## config.mk

```make
export PLATFORM = sky130hd
export DESIGN_NAME = sparse_polynomial_evaluator_core
export DESIGN_NICKNAME = d
export VERILOG_FILES = /design/src/design/spe_pkg.sv /design/src/design/spe_qmul.sv /design/src/design/sparse_polynomial_evaluator_core.sv
export SDC_FILE = /design/constraint.sdc
export NUM_CORES = 2
export LEC_CHECK = 0
export ABC_AREA = 0
export BUFFER_PORTS_ARGS = -buffer_cell sky130_fd_sc_hd__buf_4
export CAP_MARGIN = 20
export CORE_MARGIN = 1
export CORE_UTILIZATION = 50
export CTS_BUF_LIST = sky130_fd_sc_hd__clkbuf_4 sky130_fd_sc_hd__clkbuf_8 sky130_fd_sc_hd__clkbuf_16
export CTS_CLUSTER_DIAMETER = 120
export DETAILED_ROUTE_END_ITERATION = 10
export PLACE_DENSITY = 0.64
export SLEW_MARGIN = 0
export SYNTH_ARGS = -nofsm -noshare
export SYNTH_HDL_FRONTEND = slang
export SYNTH_SLANG_ARGS = --single-unit
```

## constraint.sdc

```tcl
create_clock -name i_clk -period 29.2 [get_ports i_clk]
set_input_delay 2.92 -clock i_clk [delete_from_list [all_inputs] [get_ports i_clk]]
set_output_delay 2.92 -clock i_clk [all_outputs]
set_load 0.02 [all_outputs]
```

## src/design/spe_pkg.sv

```systemverilog
// Shared constants and types for the sparse polynomial evaluator.
package spe_pkg;

    localparam int unsigned EXP_BITS = 16;
    localparam int unsigned EXPO_W   = 16;
    localparam int unsigned Q_W      = 32;

    localparam logic [Q_W-1:0] Q_ONE  = 32'h0001_0000;
    localparam logic [Q_W-1:0] Q_ZERO = 32'h0000_0000;
    localparam logic [Q_W-1:0] Q_MAX  = 32'h7FFF_FFFF;
    localparam logic [Q_W-1:0] Q_MIN  = 32'h8000_0000;

    localparam logic [EXPO_W-1:0] GAP_MASK = (EXP_BITS >= EXPO_W) ? {EXPO_W{1'b1}} :
        EXPO_W'((33'd1 << EXP_BITS) - 33'd1);

    typedef struct packed {
        logic [Q_W-1:0] q;
        logic           sat;
    } t_qres;

endpackage

```

## src/design/spe_qmul.sv

```systemverilog
// Shared Q16.16 multiplier: registered product, then truncate and saturate.
module spe_qmul
    import spe_pkg::*;
(
    input  logic                  i_clk,
    input  logic signed [Q_W-1:0] i_a,
    input  logic signed [Q_W-1:0] i_b,
    output t_qres                 o_res
);

    logic signed [2*Q_W-1:0] r_prod;
    logic signed [2*Q_W-1:0] adj;
    logic                    in_range;

    always_ff @(posedge i_clk) begin
        r_prod <= i_a * i_b;
    end

    // round toward zero: bias negatives before the arithmetic shift
    assign adj = r_prod + (r_prod[2*Q_W-1] ? 64'sh0000_0000_0000_FFFF : 64'sh0);
    assign in_range = (&adj[2*Q_W-1:47]) || !(|adj[2*Q_W-1:47]);

    always_comb begin
        if (in_range) begin
            o_res.q   = adj[47:16];
            o_res.sat = 1'b0;
        end else begin
            o_res.q   = adj[2*Q_W-1] ? Q_MIN : Q_MAX;
            o_res.sat = 1'b1;
        end
    end

endmodule

```

## src/design/sparse_polynomial_evaluator_core.sv

```systemverilog
// Sparse polynomial evaluator top level: term sequencer around one shared multiplier.
//
//  channel  direction  handshake                  payload
//  term     in         i_in_valid / o_in_stall    first_term x_value exponent coefficient last_term
//  result   out        o_out_valid / i_out_stall  poly_value overflow order_error
//
// A term takes M multiplies on the shared multiplier, M = set bits of the gap plus the index of
// its top set bit (square-and-multiply), then the power and term multiplies and the saturating add.
// A skipped term goes straight to the emit. One term is worked on at a time.
// Reset clears control and state; the held result is lost.
// A stalled result holds; the next term is accepted meanwhile, and its result waits.
module sparse_polynomial_evaluator_core
    import spe_pkg::*;
(
    input  logic                     i_clk,
    input  logic                     i_rst_n,
    input  logic                     i_in_valid,
    output logic                     o_in_stall,
    input  logic                     i_first_term,
    input  logic signed [Q_W-1:0]    i_x_value,
    input  logic [EXPO_W-1:0]        i_exponent,
    input  logic signed [Q_W-1:0]    i_coefficient,
    input  logic                     i_last_term,
    output logic                     o_out_valid,
    input  logic                     i_out_stall,
    output logic signed [Q_W-1:0]    o_poly_value,
    output logic                     o_overflow,
    output logic                     o_order_error
);

    typedef enum logic [3:0] {
        S_IDLE = 4'b0001,
        S_MUL  = 4'b0010,
        S_WB   = 4'b0100,
        S_EMIT = 4'b1000
    } t_state;

    typedef enum logic [4:0] {
        OP_FAC  = 5'b00001,
        OP_SQR  = 5'b00010,
        OP_POW  = 5'b00100,
        OP_TERM = 5'b01000,
        OP_ADD  = 5'b10000
    } t_op;

    function automatic t_op pick_op(input logic [EXPO_W-1:0] g);
        t_op op;
        if (g == '0) begin
            op = OP_POW;
        end else if (g[0]) begin
            op = OP_FAC;
        end else begin
            op = OP_SQR;
        end
        return op;
    endfunction

    t_state r_state, n_state;
    t_op    r_op, n_op;

    logic [Q_W-1:0]    r_x, n_x;
    logic [Q_W-1:0]    r_power, n_power;
    logic [Q_W-1:0]    r_sum, n_sum;
    logic [Q_W-1:0]    r_base, n_base;
    logic [Q_W-1:0]    r_fac, n_fac;
    logic [Q_W-1:0]    r_term, n_term;
    logic [Q_W-1:0]    r_coef, n_coef;
    logic [EXPO_W-1:0] r_prev, n_prev;
    logic [EXPO_W-1:0] r_gap, n_gap;
    logic              r_ovf, n_ovf;
    logic              r_ord, n_ord;
    logic              r_last, n_last;

    logic              r_out_valid, n_out_valid;
    logic [Q_W-1:0]    r_out_value, n_out_value;
    logic              r_out_ovf, n_out_ovf;
    logic              r_out_ord, n_out_ord;

    logic signed [Q_W-1:0] mul_a, mul_b;
    t_qres                 mul_res;
    logic [EXPO_W-1:0]     acc_prev, acc_gap;
    logic [Q_W:0]          add_full;
    logic                  in_accept;

    assign in_accept  = i_in_valid && !o_in_stall;
    assign o_in_stall = (r_state != S_IDLE);

    always_comb begin
        case (r_op)
            OP_FAC:  begin mul_a = r_fac;   mul_b = r_base; end
            OP_SQR:  begin mul_a = r_base;  mul_b = r_base; end
            OP_POW:  begin mul_a = r_power; mul_b = r_fac;  end
            OP_TERM: begin mul_a = r_power; mul_b = r_coef; end
            default: begin mul_a = r_power; mul_b = r_coef; end
        endcase
    end

    spe_qmul u_qmul (
        .i_clk (i_clk),
        .i_a   (mul_a),
        .i_b   (mul_b),
        .o_res (mul_res)
    );

    assign acc_prev = i_first_term ? '0 : r_prev;
    assign acc_gap  = (i_exponent - acc_prev) & GAP_MASK;
    assign add_full = {r_sum[Q_W-1], r_sum} + {r_term[Q_W-1], r_term};

    always_comb begin
        n_state     = r_state;
        n_op        = r_op;
        n_x         = r_x;
        n_power     = r_power;
        n_sum       = r_sum;
        n_base      = r_base;
        n_fac       = r_fac;
        n_term      = r_term;
        n_coef      = r_coef;
        n_prev      = r_prev;
        n_gap       = r_gap;
        n_ovf       = r_ovf;
        n_ord       = r_ord;
        n_last      = r_last;
        n_out_valid = r_out_valid && i_out_stall;
        n_out_value = r_out_value;
        n_out_ovf   = r_out_ovf;
        n_out_ord   = r_out_ord;

        case (r_state)
            S_IDLE: begin
                if (in_accept) begin
                    n_last = i_last_term;
                    n_coef = i_coefficient;
                    if (i_first_term) begin
                        n_x     = i_x_value;
                        n_power = Q_ONE;
                        n_sum   = Q_ZERO;
                        n_ovf   = 1'b0;
                        n_ord   = 1'b0;
                    end
                    if (!i_first_term && (i_exponent <= r_prev)) begin
                        n_ord   = 1'b1;
                        n_state = S_EMIT;
                    end else begin
                        n_prev  = i_exponent;
                        n_gap   = acc_gap;
                        n_base  = i_first_term ? i_x_value : r_x;
                        n_fac   = Q_ONE;
                        n_op    = pick_op(acc_gap);
                        n_state = S_MUL;
                    end
                end
            end
            S_MUL: begin
                n_state = S_WB;
            end
            S_WB: begin
                n_state = S_MUL;
                if (r_op != OP_ADD) begin
                    n_ovf = r_ovf | mul_res.sat;
                end
                case (r_op)
                    OP_FAC: begin
                        n_fac = mul_res.q;
                        if (r_gap[EXPO_W-1:1] != '0) begin
                            n_op = OP_SQR;
                        end else begin
                            n_gap = '0;
                            n_op  = OP_POW;
                        end
                    end
                    OP_SQR: begin
                        n_base = mul_res.q;
                        n_gap  = r_gap >> 1;
                        n_op   = pick_op(r_gap >> 1);
                    end
                    OP_POW: begin
                        n_power = mul_res.q;
                        n_op    = OP_TERM;
                    end
                    OP_TERM: begin
                        n_term  = mul_res.q;
                        n_op    = OP_ADD;
                        n_state = S_WB;
                    end
                    OP_ADD: begin
                        if (add_full[Q_W] != add_full[Q_W-1]) begin
                            n_sum = add_full[Q_W] ? Q_MIN : Q_MAX;
                            n_ovf = 1'b1;
                        end else begin
                            n_sum = add_full[Q_W-1:0];
                        end
                        n_state = S_EMIT;
                    end
                    default: begin
                        n_state = S_EMIT;
                    end
                endcase
            end
            S_EMIT: begin
                if (!r_last) begin
                    n_state = S_IDLE;
                end else if (!r_out_valid || !i_out_stall) begin
                    n_out_valid = 1'b1;
                    n_out_value = r_sum;
                    n_out_ovf   = r_ovf;
                    n_out_ord   = r_ord;
                    n_state     = S_IDLE;
                end
            end
            default: begin
                n_state = S_IDLE;
            end
        endcase
    end

    always_ff @(posedge i_clk) begin
        if (!i_rst_n) begin
            r_state     <= S_IDLE;
            r_op        <= OP_POW;
            r_x         <= Q_ZERO;
            r_power     <= Q_ONE;
            r_sum       <= Q_ZERO;
            r_prev      <= '0;
            r_ovf       <= 1'b0;
            r_ord       <= 1'b0;
            r_out_valid <= 1'b0;
        end else begin
            r_state     <= n_state;
            r_op        <= n_op;
            r_x         <= n_x;
            r_power     <= n_power;
            r_sum       <= n_sum;
            r_prev      <= n_prev;
            r_ovf       <= n_ovf;
            r_ord       <= n_ord;
            r_out_valid <= n_out_valid;
        end
    end

    always_ff @(posedge i_clk) begin
        r_base      <= n_base;
        r_fac       <= n_fac;
        r_term      <= n_term;
        r_coef      <= n_coef;
        r_gap       <= n_gap;
        r_last      <= n_last;
        r_out_value <= n_out_value;
        r_out_ovf   <= n_out_ovf;
        r_out_ord   <= n_out_ord;
    end

    assign o_out_valid   = r_out_valid;
    assign o_poly_value  = r_out_value;
    assign o_overflow    = r_out_ovf;
    assign o_order_error = r_out_ord;

    a_mul_then_wb: assert property (@(posedge i_clk) disable iff (!i_rst_n)
        (r_state == S_MUL) |=> (r_state == S_WB))
        else $error("multiply issue not followed by writeback");

    a_accept_leaves_idle: assert property (@(posedge i_clk) disable iff (!i_rst_n)
        in_accept |=> (r_state != S_IDLE))
        else $error("accepted beat did not start work");

    a_result_from_emit: assert property (@(posedge i_clk) disable iff (!i_rst_n)
        (!r_out_valid || !i_out_stall) && !(r_state == S_EMIT && r_last) |=> !r_out_valid)
        else $error("result appeared without an emit");

    a_ovf_sticky: assert property (@(posedge i_clk) disable iff (!i_rst_n)
        r_ovf && !(in_accept && i_first_term) |=> r_ovf)
        else $error("overflow flag dropped inside an evaluation");

    a_gap_masked: assert property (@(posedge i_clk) disable iff (!i_rst_n)
        (r_state == S_MUL) |-> ((r_gap & ~GAP_MASK) == '0))
        else $error("gap holds bits beyond the exponent range");

endmodule

```

Word-level counts from Yosys, hierarchy flattened
Index checks and enable logic that the tools add are counted.
W data, S select, Z words.

storage, ports and cells
  output and inout port bits = 36
  logic and storage cells = 136
  input bits = 86
  bits in registers = 367

cells by class
  multiply operators = 1
  add/subtract/negate cells = 3
  muxes and demuxes = 55
  equal/unequal tests = 23
  reductions and logical operators = 32
  $lt $le $gt $ge = 1
  bitwise operators = 2

operator list
  operator              number
  $mux W32              16
  $pmux W32 S2          6
  $mux W16              5
  $add A64 B64 Y64      1
  $mul A32 B32 Y64      1
  $pmux W16 S2          2
  $add A32 B32 Y33      1
  $mux W33              1
  $logic_not A16 Y1     2
  $pmux W5 S4           1
  $reduce_and A4 Y1     5
  $reduce_and A17 Y1    1
  $reduce_or A17 Y1     1
  $le A16 B16 Y1        1
  $mux W4               4
  $pmux W4 S4           1
  $sub A16 B16 Y16      1
  $reduce_bool A15 Y1   1
  $reduce_and A3 Y1     4
  $mux W5               2
  $pmux W5 S2           1
  $mux W1               9
  $mux W3               3
  $ne A2 B2 Y1 const B  4
  other kinds (29)      43

Logic depth before layout (Yosys ltp)
  depth in word-level cells = 11
  depth in mapped cells = 39
  gate-level depth less buffers = 32

By module
From an unflattened synthesis, not the netlist that was laid out.

unflattened totals
  cell total of the unflattened synthesis = 5,809
  area, all modules = 54,507.3 sq um

modules (own cells, without submodules)
  module                            times used  area an instance (sq um)  cells an instance  sequential area each (sq um)
  spe_qmul                          1           39,292.7                  4,226              1,281.2
  sparse_polynomial_evaluator_core  1           15,214.6                  1,583              7,827.5

Least setup slack after synthesis
Ideal clock, no wire load.

  path kind = reg-to-reg
  start = register r_op[3]
  end = register u_qmul.r_prod[57]
  setup slack = 19,917 ps
  clock period less this slack = 9,283 ps
  data required time = 29,128 ps
  stages on the path, launching flop included = 33
  arrival time = 9,211 ps
  path buffers = 5
  setup time = 72 ps
  cells stage by stage = dfxtp_1 clkbuf_1 nor3_1 and3b_1 buf_2 buf_2 nor3_1 buf_2 a221o_1 clkbuf_1 nand2_1 inv_1 fa_1 fa_1 fa_1 fa_1 inv_1 fa_1 inv_1 fa_1 inv_1 fa_1 inv_1 fa_1 ha_1 and3_1 and2_1 a22oi_1 nand2_1 o21ai_1 a21oi_1 a2111oi_0 xnor2_1

on the way
  word-level cells in the longest chain between the ends = 4
  elaborated cells on any way between the ends = 7
  classes of those cells = 1 x mul; 3 x eq/ne; 2 x mux; 1 x reduce/logical

ends and longest elaborated chain
  item                                                 RTL line                                 RTL
  from (decl)                                          sparse_polynomial_evaluator_core.sv:59   t_op r_op, n_op;
  from (signal assigned)                               sparse_polynomial_evaluator_core.sv:230  r_op <= n_op;
  $eq A5 B2 Y1 / $eq A5 B1 Y1 (equally long branches)  sparse_polynomial_evaluator_core.sv:89   case (r_op)
  $reduce_or A2 Y1 (no line)                           -
  $pmux W32 S2                                         sparse_polynomial_evaluator_core.sv:89
  $mul A32 B32 Y64 *                                   spe_qmul.sv:16                           r_prod <= i_a * i_b;
  to (signal assigned)                                 spe_qmul.sv:16
  to (decl)                                            spe_qmul.sv:11                           logic signed [2*Q_W-1:0] r_prod;

Every way passes the cells marked *; elsewhere a longest branch is shown, timed or not.
A chain may end at the register's enable or synchronous reset.

Final worst setup path
Ends and elaborated chain as after synthesis.

==> impl_metrics.yaml <==
run_status:
  status: "finished, final reports clean"
route:
  drt-vias-per-instance: 5.76
  drt-initial-drc-count: 3564
  postRouteAntennaNets: 0
  wire_per_inst_um: 24.0
  dr_total_vias: 40700
  dr.pass1.iters: 6
  drc: 0
  routed_wl_mm: 170
cells_and_area:
  nets: 7070
  syn2layout_area_growth_pct: 7.75
  fillers: 9495
  layout-drive-gt1-share_pct: 7.25
synthesis:
  ys_ff_latch: 366
  yosys.area_share.simple_pct: 14.4
  synth-async-reset-ratio_pct: 0
  synth_xor_area_share_pct: 2.27
  syn-cell-area_um2: 53100
  syn_nets: 7077
  yosys_warnings: 0
  yosysSeqAreaShare_pct: 17.1
  synth_top_area_share_pct: 40.8
  synth_area_leaders: "fa_1 (41%), edfxtp_1 (10%), inv_1 (7.1%)"
  synth_edf_count: 178
  yosysTopAreaCell: "fa_1"
  synth_compound_area_share_pct: 9.49
  synth.area.mux_share_pct: 0.358
  synthDistinctLibCells: 83
  synth_top_family_by_area: "adder cells"
  yosys_most_used_dff: "dfxtp_1"
  synthCells: 5645
  synthAdderAreaFrac_pct: 47.0
  syn_avg_cell_area_um2: 9.41
min_path:
  holdPathStages: 2
  hold_end: "r_power[24]$_SDFFE_PN0P_"
  hp-start: "r_power[24]$_SDFFE_PN0P_"
  hold_class: "reg -> reg"
sta:
  setup_viol: 0
  fin_tns_setup_ns: 0
  period_minus_slack_ns: 11.44
  worstMarginPinSlew_ns: 1.22
  slew_headroom_pct: 18.5
  slew_violations: 0
  rsz0062_at_grt: "no"
  finalHoldViolCount: 0
  skew_ns: 0.0356
  clock.fmax_mhz: 87.4
  fin_crit_sh_pct: 39.2
power:
  report.power.total_mw: 5.05
  switchingPower_mw: 2.66
  vdd_ir_drop_max_mv: 0.145
  p_comb_share_pct: 74.9
  leakagePower_nw: 26.9
  powerDensity_nw_per_um2: 88.2
  swShare_pct: 52.7
  clock_power_share_pct: 11.1
  p_seq_share_pct: 14.0
  p_int_mw: 2.39
worst_setup_path:
  cpMaxStageDelayCell: "fa_1"
  rr_worst_depth: 31
  end_kind: "register"
  r2r_slack_ns: 17.76
  worst_ep_required_time_ns: 29.65
  r2r-end: "u_qmul.r_prod[57]$_DFF_P_"
  critPathKind: "reg -> reg"
  crit_top_cell: "fa_1"
  slowest_delay_ns: 0.88
  start_kind: "register"
  cp_max_fo: 47
  r2r_start: "r_op[3]$_SDFFE_PN0P_"
  crit_arrival_ns: 11.89
floorplanning:
  rows: 119
  core_um2: 105000
  start_util_pct: 50.5
  die_y_um: 328
  io_pins: 122
  fp.dieW_um: 328
  dieArea_um2: 108000
clock_tree:
  hold_buffers: 0
  cts_buffer_depth: 3
  htree_levels: 2
  post_cts_buffers: 0
  clkSlewWorstSetupHoldPaths_ns: 0.07
  tritoncts: "built"
  insertion_delay_ns: 0.59
  root_buffer: "clkbuf_16"
  cts_sinks: 366
  cts_inserted_buffers: 39
  ctsResizeCount: 0
global_route:
  grt_pass1_wl_mm: 261
  grt_max_degree: 93
  grt_pass1_vias: 43100
  grt_usage_pct: 32.6
  antenna_found_initial: 2
  grt_overflow: 0
run:
  drv.max_cap_violation_count: 0
placement:
  hpwl_mm: 131
  gp_congestion: 1.00
  port-buffer-count: 121
[worst max-delay path by stage]
stage                          from                   endpoint  depth (start not counted)
3_3_place_gp   r_op[3]$_SDFFE_PN0P_  u_qmul.r_prod[57]$_DFF_P_                         31
6_report       r_op[3]$_SDFFE_PN0P_  u_qmul.r_prod[57]$_DFF_P_                         31
2_1_floorplan  r_op[3]$_SDFFE_PN0P_  u_qmul.r_prod[57]$_DFF_P_                         32
3_5_place_dp   r_op[3]$_SDFFE_PN0P_  u_qmul.r_prod[57]$_DFF_P_                         31
5_1_grt        r_op[3]$_SDFFE_PN0P_  u_qmul.r_prod[63]$_DFF_P_                         30
4_1_cts        r_op[3]$_SDFFE_PN0P_  u_qmul.r_prod[57]$_DFF_P_                         31
[cells in the mapped netlist (all sizes together) (24+ instances only)]
master	instances
fa	1084
a21boi	71
edfxtp	178
a221oi	28
nor3	34
nor2b	95
a21oi	135
xnor2	83
nand2	734
a21o	71
inv	1011
xor2	55
nand3	64
o21ai	117
dfxtp	188
o21a	38
a221o	55
buf	78
and3	24
and2	56
ha	262
a211oi	59
nor2	645
nand2b	44
clkbuf	211
nand4	30
a22oi	36
[power by group through the flow]
stage	logic (mW)	clock network [mW]	registers [mW]
6_report	3.78	0.558	0.708
3_3_place_gp	3.70	0	0.715
5_1_grt	4.17	0.585	0.713
3_5_place_dp	3.69	0	0.716
4_1_cts	3.75	0.565	0.706
2_1_floorplan	2.59	0	0.692
[flip-flops by register name, indices dropped and copies added, names as in the netlist, 4 cells and up]
signal	flops
u_qmul.r_prod	64
o_poly_value	32
r_base	32
r_coef	32
r_fac	32
r_power	32
r_sum	32
r_term	32
r_x	32
r_prev	16
r_gap	15
r_op	5
r_state	4
[layer usage]
metal	share of wire (%)	track usage, %	vias up	routed length [um]
met1	38	41.2	20800	64300
met4	6.6	17.7	0	11200
li1	-	-	17500	-
met5	0	0	-	0
met3	8.9	6.70	437	15200
met2	47	52.7	1868	78900
[worst max-delay path: cells and delay by family, from the launching register on]
| family | cells | cell delay [ns] |
|---|---|---|
| adders and majority gates | 9 | 4.65 |
| buffers and inverters | 9 | 2.16 |
| DFF | 1 | 0.49 |
| AOI/OAI and AO/OA | 5 | 2.11 |
| and+or+nand+nor | 7 | 1.66 |
| xor gates and xnor gates | 1 | 0.12 |
[stage by stage]
stage	worst slack, ns	hold WS, ns	util (%)	cell area (um2)	instances
4_1_cts	17.95	0.450	54.4	57200	7059
3_5_place_dp	17.97	0.441	53.0	55800	6987
6_report	17.76	0.449	54.4	57300	7061
5_1_grt	17.16	0.472	54.4	57200	7060
3_3_place_gp	18.18	0.434	53.0	55800	6986
2_1_floorplan	19.92	0.408	-	53100	5645
[layout make-up]
cell class                      count  area, um2  area share (%)
Multi-Input combinational cell   3979      39400            68.7
Tap cell                         1391       1740            3.04
Clock inverter                     21        293           0.511
Inverter                         1011       3790            6.63
Clock buffer                       51       1130            1.97
Timing Repair Buffer              241       1830            3.20
Sequential cell                   366       9110            15.9
Antenna cell                        1       2.50         0.00437
[placed cells by master, fill, tap and decap left out, drive strengths merged, types with 11 or more instances in the layout]
cell	netlist	final
nor2	645	645
xnor2	83	83
nand2b	44	44
clkbuf	211	51
a211oi	59	59
fa	1084	1084
inv	1011	1016
nand4	30	30
edfxtp	178	178
o21ai	117	117
a31oi	16	16
o21a	38	38
a22oi	36	36
and2	56	56
or3	15	15
mux2i	19	19
dfxtp	188	188
o21bai	11	11
nand2	734	734
nor2b	95	95
xor2	55	55
buf	78	241
a21oi	135	135
nand3	64	64
a21o	71	71
a21boi	71	71
ha	262	262
and3	24	24
a221oi	28	28
nor3	34	34
or2	14	14
a221o	55	55
[logic make-up (layout without fill, tap and decap cells)]
| family | after synthesis | after routing |
|---|---|---|
| XOR/XNOR | 138 | 138 |
| other | 0 | 1 |
| buffers and inverters | 1300 | 1324 |
| flip-flops | 366 | 366 |
| adder cells (fa/ha/maj) | 1346 | 1346 |
| multiplexers | 19 | 19 |
| AND/OR/NAND/NOR | 1777 | 1777 |
| AO/OA/AOI/OAI | 699 | 699 |
No activity file was read; power rests on OpenSTA's default activity.
